--- src/hdl/dtgd_pkg.sv ---
// Double tap detector package: event kinds, register indexes, reset values
// and structs shared by the core and the top level, and the channel widths.
// No dependencies.
`default_nettype none

package dtgd_pkg;

  // Event kind codes
  typedef enum logic [1:0] {
    KIND_POS_X   = 2'd0,
    KIND_POS_Y   = 2'd1,
    KIND_CONTACT = 2'd2,
    KIND_OTHER   = 2'd3
  } kind_t;

  // Configuration register indexes
  typedef enum logic [1:0] {
    CFG_ENABLE       = 2'd0,
    CFG_TAP_MAX_DUR  = 2'd1,
    CFG_TAP_MAX_MOVE = 2'd2,
    CFG_DBL_MAX_GAP  = 2'd3
  } cfg_idx_t;

  localparam int unsigned CFG_IDX_W  = 2;
  localparam int unsigned CFG_DATA_W = 16;
  localparam int unsigned POS_W      = 16;
  localparam int unsigned TIME_W     = 32;
  localparam int unsigned MOVE_W     = 17;

  // Register reset values
  localparam logic [CFG_DATA_W-1:0] TAP_MAX_DUR_RST  = 16'd250;
  localparam logic [CFG_DATA_W-1:0] TAP_MAX_MOVE_RST = 16'd40;
  localparam logic [CFG_DATA_W-1:0] DBL_MAX_GAP_RST  = 16'd400;

  // Contact value that means touch down
  localparam logic signed [POS_W-1:0] CONTACT_DOWN = 16'sd1;

  typedef struct packed {
    logic                  enable;
    logic [CFG_DATA_W-1:0] tap_dur_max;
    logic [CFG_DATA_W-1:0] tap_move_max;
    logic [CFG_DATA_W-1:0] dbl_gap_max;
  } cfg_t;

  typedef struct packed {
    logic [1:0]              kind;
    logic signed [POS_W-1:0] value;
    logic [TIME_W-1:0]       time_ms;
  } item_t;

  typedef struct packed {
    logic wake;
    logic tap;
  } res_t;

endpackage

`default_nettype wire

--- src/hdl/dtgd_if.sv ---
// Valid/ready channel interfaces for touch events and gesture results.
// Depends on dtgd_pkg.
`default_nettype none

interface dtgd_in_if;
  logic                               valid;
  logic                               ready;
  logic [1:0]                         kind;
  logic signed [dtgd_pkg::POS_W-1:0]  value;
  logic [dtgd_pkg::TIME_W-1:0]        time_ms;

  modport source (output valid, output kind, output value, output time_ms, input ready);
  modport sink   (input valid, input kind, input value, input time_ms, output ready);
endinterface

interface dtgd_out_if;
  logic valid;
  logic ready;
  logic wake;
  logic tap;

  modport source (output valid, output wake, output tap, input ready);
  modport sink   (input valid, input wake, input tap, output ready);
endinterface

`default_nettype wire

--- src/hdl/double_tap_gesture_detector.sv ---
// Double tap gesture detector top level: configuration registers, input
// register, result register and the tracking core.
// Depends on dtgd_pkg, dtgd_if.sv and dtgd_core.
//
//   channel   direction  handshake      payload
//   in_chan   sink       valid/ready    kind, value, time_ms
//   out_chan  source     valid/ready    wake, tap
//   cfg_*     write      cfg_we         cfg_index, cfg_wdata
//
// One request per cycle is sustained while out_chan.ready stays high; a
// result passes through the input register, then the result register,
// before it can be taken.
// The core updates its tracking state as a request moves into the result
// register, so each request sees the state left by the one before it.
// A stall on out_chan holds the result register; one more request waits in
// the input register before in_chan.ready drops.
// Synchronous active-low reset clears control state, loads register defaults.
`default_nettype none

module double_tap_gesture_detector (
  input  wire logic                            clk,
  input  wire logic                            rst_n,
  dtgd_in_if.sink                              in_chan,
  dtgd_out_if.source                           out_chan,
  input  wire logic                            cfg_we,
  input  wire logic [dtgd_pkg::CFG_IDX_W-1:0]  cfg_index,
  input  wire logic [dtgd_pkg::CFG_DATA_W-1:0] cfg_wdata
);

  dtgd_pkg::cfg_t  cfg_r;
  dtgd_pkg::item_t in_item_r;
  dtgd_pkg::res_t  out_res_r, core_res;
  logic            in_valid_r, out_valid_r;
  logic            move, in_ready;

  // Move a request from the input register into the result register
  assign move     = in_valid_r && (!out_valid_r || out_chan.ready);
  assign in_ready = !in_valid_r || move;

  assign in_chan.ready  = in_ready;
  assign out_chan.valid = out_valid_r;
  assign out_chan.wake  = out_res_r.wake;
  assign out_chan.tap   = out_res_r.tap;

  // Configuration register writes
  always_ff @(posedge clk) begin
    if (!rst_n) begin
      cfg_r.enable       <= 1'b0;
      cfg_r.tap_dur_max  <= dtgd_pkg::TAP_MAX_DUR_RST;
      cfg_r.tap_move_max <= dtgd_pkg::TAP_MAX_MOVE_RST;
      cfg_r.dbl_gap_max  <= dtgd_pkg::DBL_MAX_GAP_RST;
    end else if (cfg_we) begin
      unique case (cfg_index)
        dtgd_pkg::CFG_ENABLE:       cfg_r.enable       <= cfg_wdata[0];
        dtgd_pkg::CFG_TAP_MAX_DUR:  cfg_r.tap_dur_max  <= cfg_wdata;
        dtgd_pkg::CFG_TAP_MAX_MOVE: cfg_r.tap_move_max <= cfg_wdata;
        dtgd_pkg::CFG_DBL_MAX_GAP:  cfg_r.dbl_gap_max  <= cfg_wdata;
        default: ;
      endcase
    end
  end

  // Input register: hold the request until it moves on
  always_ff @(posedge clk) begin
    if (!rst_n) begin
      in_valid_r <= 1'b0;
    end else if (in_ready) begin
      in_valid_r <= in_chan.valid;
    end
  end

  always_ff @(posedge clk) begin
    if (in_ready && in_chan.valid) begin
      in_item_r.kind    <= in_chan.kind;
      in_item_r.value   <= in_chan.value;
      in_item_r.time_ms <= in_chan.time_ms;
    end
  end

  dtgd_core u_core (
    .clk    (clk),
    .rst_n  (rst_n),
    .step_i (move),
    .item_i (in_item_r),
    .cfg_i  (cfg_r),
    .res_o  (core_res)
  );

  // Result register: load on move, drop when taken
  always_ff @(posedge clk) begin
    if (!rst_n) begin
      out_valid_r <= 1'b0;
    end else if (move) begin
      out_valid_r <= 1'b1;
    end else if (out_chan.ready) begin
      out_valid_r <= 1'b0;
    end
  end

  always_ff @(posedge clk) begin
    if (move) begin
      out_res_r <= core_res;
    end
  end

  a_wake_is_tap: assert property (@(posedge clk) disable iff (!rst_n)
    out_valid_r |-> (!out_res_r.wake || out_res_r.tap))
    else $error("wake without tap");

  a_in_held: assert property (@(posedge clk) disable iff (!rst_n)
    in_valid_r && !move |=> in_valid_r)
    else $error("pending request lost");

  a_move_fills: assert property (@(posedge clk) disable iff (!rst_n)
    move |=> out_valid_r)
    else $error("result register not loaded");

endmodule

`default_nettype wire

--- src/hdl/dtgd_core.sv ---
// Gesture tracking core: position, down point, peak movement and tap
// history registers, updated once per processed request.
// Depends on dtgd_pkg.
`default_nettype none

module dtgd_core (
  input  wire logic             clk,
  input  wire logic             rst_n,
  input  wire logic             step_i,
  input  wire dtgd_pkg::item_t  item_i,
  input  wire dtgd_pkg::cfg_t   cfg_i,
  output dtgd_pkg::res_t        res_o
);

  logic signed [dtgd_pkg::POS_W-1:0]  cur_x_r, cur_x_nxt;
  logic signed [dtgd_pkg::POS_W-1:0]  cur_y_r, cur_y_nxt;
  logic signed [dtgd_pkg::POS_W-1:0]  down_x_r, down_x_nxt;
  logic signed [dtgd_pkg::POS_W-1:0]  down_y_r, down_y_nxt;
  logic [dtgd_pkg::MOVE_W-1:0]        peak_r, peak_nxt;
  logic                               touch_tracking_r, touch_tracking_nxt;
  logic [dtgd_pkg::TIME_W-1:0]        down_time_r, down_time_nxt;
  logic [dtgd_pkg::TIME_W-1:0]        last_tap_time_r, last_tap_time_nxt;
  logic                               last_tap_valid_r, last_tap_valid_nxt;

  logic signed [dtgd_pkg::MOVE_W-1:0] diff_x, diff_y;
  logic [dtgd_pkg::MOVE_W-1:0]        dist_x, dist_y, cheb;
  logic [dtgd_pkg::TIME_W-1:0]        dur, gap;
  logic                               dur_ok, move_ok, gap_ok, is_pos, is_x;

  // Chebyshev distance of the updated position from the down point
  always_comb begin
    is_x   = (item_i.kind == dtgd_pkg::KIND_POS_X);
    is_pos = is_x || (item_i.kind == dtgd_pkg::KIND_POS_Y);
    cur_x_nxt = (is_x) ? item_i.value : cur_x_r;
    cur_y_nxt = (item_i.kind == dtgd_pkg::KIND_POS_Y) ? item_i.value : cur_y_r;
    diff_x = {cur_x_nxt[dtgd_pkg::POS_W-1], cur_x_nxt}
           - {down_x_r[dtgd_pkg::POS_W-1], down_x_r};
    diff_y = {cur_y_nxt[dtgd_pkg::POS_W-1], cur_y_nxt}
           - {down_y_r[dtgd_pkg::POS_W-1], down_y_r};
    dist_x = diff_x[dtgd_pkg::MOVE_W-1] ? dtgd_pkg::MOVE_W'(-diff_x) : dtgd_pkg::MOVE_W'(diff_x);
    dist_y = diff_y[dtgd_pkg::MOVE_W-1] ? dtgd_pkg::MOVE_W'(-diff_y) : dtgd_pkg::MOVE_W'(diff_y);
    cheb   = (dist_x > dist_y) ? dist_x : dist_y;
  end

  // Tap qualification with wrapping time differences
  always_comb begin
    dur     = item_i.time_ms - down_time_r;
    gap     = item_i.time_ms - last_tap_time_r;
    dur_ok  = dur <= {{(dtgd_pkg::TIME_W-dtgd_pkg::CFG_DATA_W){1'b0}}, cfg_i.tap_dur_max};
    gap_ok  = gap <= {{(dtgd_pkg::TIME_W-dtgd_pkg::CFG_DATA_W){1'b0}}, cfg_i.dbl_gap_max};
    move_ok = peak_r <= {1'b0, cfg_i.tap_move_max};
  end

  // Next state and result for the current request
  always_comb begin
    down_x_nxt         = down_x_r;
    down_y_nxt         = down_y_r;
    peak_nxt           = peak_r;
    touch_tracking_nxt = touch_tracking_r;
    down_time_nxt      = down_time_r;
    last_tap_time_nxt  = last_tap_time_r;
    last_tap_valid_nxt = last_tap_valid_r;
    res_o              = '0;
    if (!cfg_i.enable) begin
      touch_tracking_nxt = 1'b0;
      last_tap_valid_nxt = 1'b0;
    end else if (is_pos) begin
      if (touch_tracking_r && (cheb > peak_r)) begin
        peak_nxt = cheb;
      end
    end else if (item_i.kind == dtgd_pkg::KIND_CONTACT) begin
      if (item_i.value == dtgd_pkg::CONTACT_DOWN) begin
        down_time_nxt      = item_i.time_ms;
        down_x_nxt         = cur_x_r;
        down_y_nxt         = cur_y_r;
        peak_nxt           = '0;
        touch_tracking_nxt = 1'b1;
      end else if (touch_tracking_r) begin
        touch_tracking_nxt = 1'b0;
        if (!(dur_ok && move_ok)) begin
          last_tap_valid_nxt = 1'b0;
        end else if (last_tap_valid_r && gap_ok) begin
          last_tap_valid_nxt = 1'b0;
          res_o.wake         = 1'b1;
          res_o.tap          = 1'b1;
        end else begin
          last_tap_time_nxt  = item_i.time_ms;
          last_tap_valid_nxt = 1'b1;
          res_o.tap          = 1'b1;
        end
      end
    end
  end

  // Advance state on each processed request
  always_ff @(posedge clk) begin
    if (!rst_n) begin
      cur_x_r          <= '0;
      cur_y_r          <= '0;
      down_x_r         <= '0;
      down_y_r         <= '0;
      peak_r           <= '0;
      touch_tracking_r <= 1'b0;
      down_time_r      <= '0;
      last_tap_time_r  <= '0;
      last_tap_valid_r <= 1'b0;
    end else if (step_i) begin
      if (cfg_i.enable) begin
        cur_x_r <= cur_x_nxt;
        cur_y_r <= cur_y_nxt;
      end
      down_x_r         <= down_x_nxt;
      down_y_r         <= down_y_nxt;
      peak_r           <= peak_nxt;
      touch_tracking_r <= touch_tracking_nxt;
      down_time_r      <= down_time_nxt;
      last_tap_time_r  <= last_tap_time_nxt;
      last_tap_valid_r <= last_tap_valid_nxt;
    end
  end

  // A wake needs a remembered tap and consumes it
  a_wake_needs_tap: assert property (@(posedge clk) disable iff (!rst_n)
    step_i && res_o.wake |-> last_tap_valid_r)
    else $error("wake without remembered tap");

  a_wake_clears: assert property (@(posedge clk) disable iff (!rst_n)
    step_i && res_o.wake |=> !last_tap_valid_r)
    else $error("remembered tap kept after wake");

  a_disable_clears: assert property (@(posedge clk) disable iff (!rst_n)
    step_i && !cfg_i.enable |=> !touch_tracking_r && !last_tap_valid_r)
    else $error("tracking kept while disabled");

endmodule

`default_nettype wire

--- src/flat_wrapper.sv ---
// flat-port wrapper written by rule: the top's interface ports become plain ports
module double_tap_gesture_detector_flat 
  (clk, rst_n, cfg_we, cfg_index, cfg_wdata, in_chan_valid, in_chan_kind, in_chan_value, in_chan_time_ms, in_chan_ready, out_chan_valid, out_chan_wake, out_chan_tap, out_chan_ready);
  dtgd_in_if in_chan_i ();
  dtgd_out_if out_chan_i ();
  input  wire logic clk;
  input  wire logic rst_n;
  input  wire logic cfg_we;
  input  wire logic [dtgd_pkg::CFG_IDX_W-1:0] cfg_index;
  input  wire logic [dtgd_pkg::CFG_DATA_W-1:0] cfg_wdata;
  input wire logic [$bits(in_chan_i.valid)-1:0] in_chan_valid;
  input wire logic [$bits(in_chan_i.kind)-1:0] in_chan_kind;
  input wire logic [$bits(in_chan_i.value)-1:0] in_chan_value;
  input wire logic [$bits(in_chan_i.time_ms)-1:0] in_chan_time_ms;
  output wire logic [$bits(in_chan_i.ready)-1:0] in_chan_ready;
  output wire logic [$bits(out_chan_i.valid)-1:0] out_chan_valid;
  output wire logic [$bits(out_chan_i.wake)-1:0] out_chan_wake;
  output wire logic [$bits(out_chan_i.tap)-1:0] out_chan_tap;
  input wire logic [$bits(out_chan_i.ready)-1:0] out_chan_ready;
  assign in_chan_i.valid = in_chan_valid;
  assign in_chan_i.kind = in_chan_kind;
  assign in_chan_i.value = in_chan_value;
  assign in_chan_i.time_ms = in_chan_time_ms;
  assign in_chan_ready = in_chan_i.ready;
  assign out_chan_valid = out_chan_i.valid;
  assign out_chan_wake = out_chan_i.wake;
  assign out_chan_tap = out_chan_i.tap;
  assign out_chan_i.ready = out_chan_ready;
  double_tap_gesture_detector u_core (.clk(clk), .rst_n(rst_n), .in_chan(in_chan_i), .out_chan(out_chan_i), .cfg_we(cfg_we), .cfg_index(cfg_index), .cfg_wdata(cfg_wdata));
endmodule
--- config.mk ---
export PLATFORM = sky130hd
export DESIGN_NAME = double_tap_gesture_detector_flat
export DESIGN_NICKNAME = d
export VERILOG_FILES = /design/src/hdl/dtgd_pkg.sv /design/src/hdl/dtgd_if.sv /design/src/hdl/double_tap_gesture_detector.sv /design/src/hdl/dtgd_core.sv /design/src/flat_wrapper.sv
export SDC_FILE = /design/constraint.sdc
export NUM_CORES = 1
export LEC_CHECK = 0
export BUFFER_PORTS_ARGS = -buffer_cell sky130_fd_sc_hd__buf_2
export CAP_MARGIN = 20
export CORE_ASPECT_RATIO = 1.25
export CORE_MARGIN = 2
export CORE_UTILIZATION = 65
export DETAILED_ROUTE_END_ITERATION = 16
export PLACE_DENSITY_LB_ADDON = 0.12
export SYNTH_ARGS = -nofsm -noshare
export SYNTH_HDL_FRONTEND = slang
export SYNTH_SLANG_ARGS = --single-unit
--- constraint.sdc ---
create_clock -name clk -period 12.95 [get_ports clk]
set_clock_uncertainty 0.2 [all_clocks]
set_input_delay 0.6475 -clock clk [delete_from_list [all_inputs] [get_ports clk]]
set_output_delay 0.6475 -clock clk [all_outputs]
set_load 0.01 [all_outputs]
Word-level counts from Yosys, hierarchy flattened
Index checks and enable logic that the tools add are counted.
{ "word_totals": {"reg_bits": 250, "inputBits": 73, "out_inout_bits": 4, "word_cells": 100} }
{ "classes": {"add_sub_neg": 6, "n_lt_le_gt_ge": 5, "n_eq_ne": 11, "n_mux": 24, "bitwise": 7, "n_reduce_logical": 27} }
{ "ops": {"columns": ["cell", "n"], "rows": [
  ["$mux 17", 7],
  ["$le 32x16->1", 2],
  ["$sub 32x32->32", 2],
  ["$gt 17x17->1", 2],
  ["$neg 17->17", 2],
  ["$sub 16x16->17", 2],
  ["$mux 16", 2],
  ["$le 17x16->1", 1],
  ["$eq 16x2->1 const B", 1],
  ["$mux 1", 15],
  ["$reduce_and 5->1", 3],
  ["$reduce_and 2->1", 5],
  ["$ne 2x2->1 const B", 4],
  ["$reduce_and 8->1", 1],
  ["$not 1->1", 7],
  ["$eq 2x2->1 const B", 3],
  ["$reduce_bool 2->1", 3],
  ["$reduce_or 6->1", 1],
  ["$logic_and 1x1->1", 5],
  ["$reduce_or 5->1", 1],
  ["$eq 2x1->1 const B", 2],
  ["$logic_not 2->1", 2],
  ["$logic_or 1x1->1", 3],
  ["$reduce_and 3->1", 1],
  ["2 further kinds", 3]
]} }

Logic depth before layout (Yosys ltp)
{ "depth": {"word_depth": 11, "mapped_depth": 37, "mapped_depth_nobuf": 32} }

Modules after synthesis
From an unflattened synthesis, not the netlist that was laid out.
{ "hier_totals": {"cells_unflattened": 2206, "hier_area_um2": 17834.6} }
{ "modules_own_cells": {"columns": ["mod", "n_inst", "cells_each", "area_per_inst_um2", "seq_area_each_um2"], "rows": [
  ["dtgd_core", 1, 1954, 14271.2, 2942.8],
  ["double_tap_gesture_detector", 1, 252, 3563.4, 2582.5]
]} }

Least setup slack after synthesis
Ideal clock, no wire load.
{ "synth_timing": {"path_kind": "register to register", "startpoint": "reg u_core.in_item_r[49] (netlist bit)", "endpoint": "reg u_core.u_core.peak_r[10] (netlist bit)", "setup_ns": 0.117, "arrival_time_ns": 7.871, "required_time_ns": 12.633, "slack_ns": 4.762, "path_stages_with_launch": 36, "path_buffers": 8, "synth_period_minus_slack_ns": 8.188, "cell_sequence": "edfxtp_1 nor2b_1 clkbuf_1 buf_1 mux2_2 ha_1 clkbuf_1 and3_1 nand2_1 a21oi_1 o21ai_1 a2111oi_0 or2_1 buf_2 buf_4 nor2_1 xnor2_1 ha_1 a21o_1 a21oi_1 a21oi_1 o31ai_1 a21oi_1 o21ai_1 clkbuf_1 nor2_1 a21oi_1 ha_1 a21o_1 a21o_1 a2111oi_0 a21oi_1 and2_1 buf_1 clkbuf_1 a22o_1"} }
{ "synth_between": {"elab_chain_cells": 11, "word_cells_on_any_way": 22, "cone_classes": "4 x add/sub; 2 x order compare; 3 x eq/ne; 7 x mux; 6 x reduce/logical"} }
{ "synth_rtl": {"columns": ["element", "line_no", "source"], "rows": [
  ["start: declaration", "double_tap_gesture_detector.sv:31", "dtgd_pkg::item_t in_item_r;"],
  ["$eq 2x1->1 *", "dtgd_core.sv:35", "cur_y_nxt = (item_i.kind == dtgd_pkg::KIND_POS_Y) ? item_i.value : cur_y_r;"],
  ["$mux 16 *", "dtgd_core.sv:35", null],
  ["named net u_core.u_core.cur_y_nxt, one bit", "dtgd_core.sv:16", "logic signed [dtgd_pkg::POS_W-1:0] cur_y_r, cur_y_nxt;"],
  ["$sub 16x16->17 *", "dtgd_core.sv:39", "- {down_y_r[dtgd_pkg::POS_W-1], down_y_r};"],
  ["$neg 17->17", "dtgd_core.sv:41", "dist_y = diff_y[dtgd_pkg::MOVE_W-1] ? dtgd_pkg::MOVE_W'(-diff_y) : dtgd_pkg::MOVE_W'(diff_y);"],
  ["$mux 17 *", "dtgd_core.sv:41", null],
  ["$gt 17x17->1", "dtgd_core.sv:42", "cheb = (dist_x > dist_y) ? dist_x : dist_y;"],
  ["$mux 17 *", "dtgd_core.sv:42", null],
  ["$gt 17x17->1", "dtgd_core.sv:68", "if (touch_tracking_r && (cheb > peak_r)) begin"],
  ["$logic_and 1x1->1", "dtgd_core.sv:68", null],
  ["$ne 2x1->1 (no line)", null, null],
  ["$reduce_and 5->1 (no line)", null, null],
  ["end signal: assignment", "dtgd_core.sv:114", "peak_r <= peak_nxt;"],
  ["end: declaration", "dtgd_core.sv:19", "logic [dtgd_pkg::MOVE_W-1:0] peak_r, peak_nxt;"]
]} }
Mark *: on every way through the listed nets, which the timed path passes. The rest lies on a longest branch. The select of a mux whose other input is x is not followed.
A chain may end at the register's enable or synchronous reset.

Worst setup path in the final report
{ "layout_timing": {"startpoint": "reg u_core.in_item_r[49] (netlist bit)", "endpoint": "reg u_core.u_core.peak_r[12] (netlist bit)"} }
{ "layout_between": {"elab_chain_cells": 11, "word_cells_on_any_way": 22, "cone_classes": "4 x add/sub; 2 x order compare; 3 x eq/ne; 7 x mux; 6 x reduce/logical"} }
{ "layout_rtl": {"columns": ["element", "line_no"], "rows": [
  ["$eq 2x1->1 or $logic_not 2->1 (tied branches)", "dtgd_core.sv:33, dtgd_core.sv:35, dtgd_core.sv:32"],
  ["$mux 16, on equally long branches", "dtgd_core.sv:35, dtgd_core.sv:34"],
  ["$sub 16x16->17, on equally long branches", "dtgd_core.sv:39, dtgd_core.sv:37"],
  ["$neg 17->17, on equally long branches", "dtgd_core.sv:41, dtgd_core.sv:40"],
  ["$mux 17, on equally long branches", "dtgd_core.sv:41, dtgd_core.sv:40"],
  ["$gt 17x17->1", "dtgd_core.sv:42"],
  ["$mux 17", "dtgd_core.sv:42"],
  ["$gt 17x17->1", "dtgd_core.sv:68"],
  ["$logic_and 1x1->1", "dtgd_core.sv:68"],
  ["$ne 2x1->1 (no line)", null],
  ["$reduce_and 5->1 (no line)", null]
]} }
Several ways; a longest one is shown, not always the timed one. The select of a mux whose other input is x is not followed.

==> run summary <==
Syn Nets -> 2,526
Starting Density -> 0.654
Final Setup Violations -> 0
Filler cells -> 2,315
Distinct cells, synth -> 88
Routed WL -> 46,900 um
WP depth -> 33
Via density -> 6.07
synth cell count leaders -> 388 x nand2_1, 198 x dfxtp_1, 192 x inv_1
Core Footprint -> 28,200 um2
Area Growth Syn to Fin -> 7.47%
Remaining DRCs -> 0
Storage cell area -> 5530 um2
Critical Path Source Type -> flip-flop
crit path DAT -> 9.12 ns
first-pass GRT wire length -> 75,600 um
outcome -> complete, no violations
Worst VDD drop -> 0.000108 V
Clock Root Buffer -> clkbuf_16
CTS sink count -> 250
combinational share of power -> 0.297
Worst slew margin -> 0.311
postcts setup bufs -> 0
cts hold-fix bufs -> 0
largest net degree at the start of global routing -> 98
Yosys top cell area share -> 0.215
TritonRoute pass-1 iters -> 5
synthesized cell area -> 18,500 um2
Top Ports -> 77
CTS max path bufs -> 3
Clk pwr share -> 0.342
Critical Path End Type -> flip-flop
Post-synth EDFFs -> 52
die width -> 155 um
Sequential Power Share -> 0.361
layout cell share with drive strength beyond 1 -> 0.0791
CTS resizes -> 0
Final Wtd Congestion -> 0.979
Async SR Flop Fraction -> 0
RSZ-0062 raised after global routing -> false
drt initial violations -> 962
CTS tree -> done
worst r2r path cells -> 33
crit-path leading delay family -> compound AO/OA/AOI/OAI gates
Slew @ Worst Pin -> 1.03 ns
master of the slowest instance on the critical path -> nor2_1
Pleak -> 7.55 nW
top cells by area, synth -> dfxtp_1 21%, ha_1 12%, edfxtp_1 8.5%
vias in the first global route -> 15,341
footprint of the multi-input gates -> 11,800 um2
Vert. Die Dim -> 193 um
count leader, synth -> nand2_1
Psw -> 0.000750 W
Fmax -> 0.113 GHz
CP bufs+invs -> 2
synthesized instance count -> 2,269
Seq/Total Area, Yosys -> 0.299
initial antenna violation count -> 1
register bit total from synthesis -> 250
synthesized area per cell -> 8.14 um2
remaining global-route overflow -> 0
antenna viol nets, final -> 0
Final Max Slew Viols -> 0
Synth Warn # -> 0
sw frac -> 0.326
vias -> 16,141
Hold Crit Depth -> 1
final net count -> 2,539
most used cell, CP -> a21oi_1
TritonCTS Buffers -> 27
HP Class -> input port to flip-flop
clk_lat worst skew -> 0.55 ns
maxcap violations -> 0
fin crit period -> 8.84 ns
Worst Path Max Fanout -> 24
hpwl dp -> 35,200 um
n_diodes -> 0
part of the cycle the worst path needs -> 0.683
DIE AREA -> 29,800 um2
Worst-path clk slew -> 0.07 ns
Hold Violations, Final -> 0
Routed WL per cell -> 17.6 um
internal power -> 0.00155 W
CTS H-tree lvls -> 1
Util after Layout -> 0.703
top_reg_cell synth -> dfxtp_1
# rows -> 69
critical path type -> flip-flop to flip-flop
WP data required -> 13.23 ns
port bufs -> 76
cell taking the most area after synthesis -> dfxtp_1
Power Density -> 116 nW/um2
GRT Total Usage -> 0.309
Worst path max stage delay -> 0.83 ns
setup TNS -> 0 ns
==> state kept, by name, indices dropped and copies added (netlist names), 16 cells and up <==
signal,flops
u_core.cfg_r,49
u_core.in_item_r,50
u_core.u_core.cur_x_r,16
u_core.u_core.cur_y_r,16
u_core.u_core.down_time_r,32
u_core.u_core.down_x_r,16
u_core.u_core.down_y_r,16
u_core.u_core.last_tap_time_r,32
u_core.u_core.peak_r,17
==> power groups by stage <==
| stage | sequential (W) | combinational, W | clock, W |
|---|---|---|---|
| floorplan | 0.000838 | 0.000499 | 0 |
| global placement | 0.000846 | 0.000638 | 0 |
| detailed placement | 0.000847 | 0.000659 | 0 |
| CTS | 0.000829 | 0.000666 | 0.000800 |
| global route | 0.000831 | 0.000764 | 0.000830 |
| finish | 0.000830 | 0.000684 | 0.000788 |
==> cells by family (layout without fill, tap and decap cells) <==
| kind of cell | count (synthesis) | after routing | share of synthesized area |
|---|---|---|---|
| xor gates and xnor gates | 83 | 83 | 0.0393 |
| and+or+nand+nor | 772 | 772 | 0.196 |
| adders and majority gates | 184 | 184 | 0.126 |
| AOI/OAI and AO/OA | 571 | 571 | 0.212 |
| DFF | 250 | 250 | 0.299 |
| buffers and inverters | 294 | 327 | 0.0630 |
| muxes | 115 | 115 | 0.0644 |
==> layout make-up <==
cell class / instances / area share
Multi-Input combinational cell: 1725 / 0.594
Sequential cell: 250 / 0.278
Clock inverter: 15 / 0.00800
Tap cell: 355 / 0.0224
Clock buffer: 34 / 0.0369
Timing Repair Buffer: 86 / 0.0241
Inverter: 192 / 0.0363
==> final timing paths <==
path                                                  startpoint  slack [ns]                                              to
setup / recovery                  u_core.in_item_r[49]$_DFFE_PP_        4.11           u_core.u_core.peak_r[12]$_SDFFE_PN0P_
setup reg to reg                  u_core.in_item_r[49]$_DFFE_PP_        4.11           u_core.u_core.peak_r[12]$_SDFFE_PN0P_
hold / removal                               in_chan_time_ms[30]        0.07                  u_core.in_item_r[30]$_DFFE_PP_
hold reg to reg   u_core.u_core.last_tap_time_r[27]$_SDFFE_PN0P_        0.26  u_core.u_core.last_tap_time_r[27]$_SDFFE_PN0P_
==> placed cells by master (no fill, tap or decap), types with 29 or more instances in the layout <==
| cell type | n |
|---|---|
| a21boi_0 | 105 |
| a21o_1 | 38 |
| a21oi_1 | 137 |
| buf_2 | 75 |
| dfxtp_1 | 198 |
| edfxtp_1 | 52 |
| ha_1 | 180 |
| inv_1 | 192 |
| mux2_2 | 30 |
| mux2i_1 | 84 |
| nand2_1 | 387 |
| nand4_1 | 29 |
| nor2_1 | 105 |
| nor2b_1 | 63 |
| nor3_1 | 39 |
| o211ai_1 | 31 |
| o21a_1 | 30 |
| o21ai_0 | 53 |
| xnor2_1 | 56 |
==> layer usage <==
| metal | track usage | wire length, um |
|---|---|---|
| met1 | 0.401 | 20900 |
| met2 | 0.539 | 22400 |
| met3 | 0.0362 | 2290 |
| met4 | 0.0937 | 1320 |
| met5 | 0 | 11 |
==> metrics by stage <==
stage	area (um2)	std cells	total power (W)	worst slack [ns]	hold WS, ns
2_1_floorplan	18500	2269	0.00134	4.76	0.235
3_3_place_gp	18900	2606	0.00148	3.86	0.242
3_5_place_dp	18900	2606	0.00151	3.54	0.246
4_1_cts	19800	2655	0.00230	3.44	0.0531
5_1_grt	19900	2657	0.00242	3.23	0.0501
6_report	19900	2657	0.00230	4.11	0.0684
Note: power is estimated with default switching activity, not from simulation.
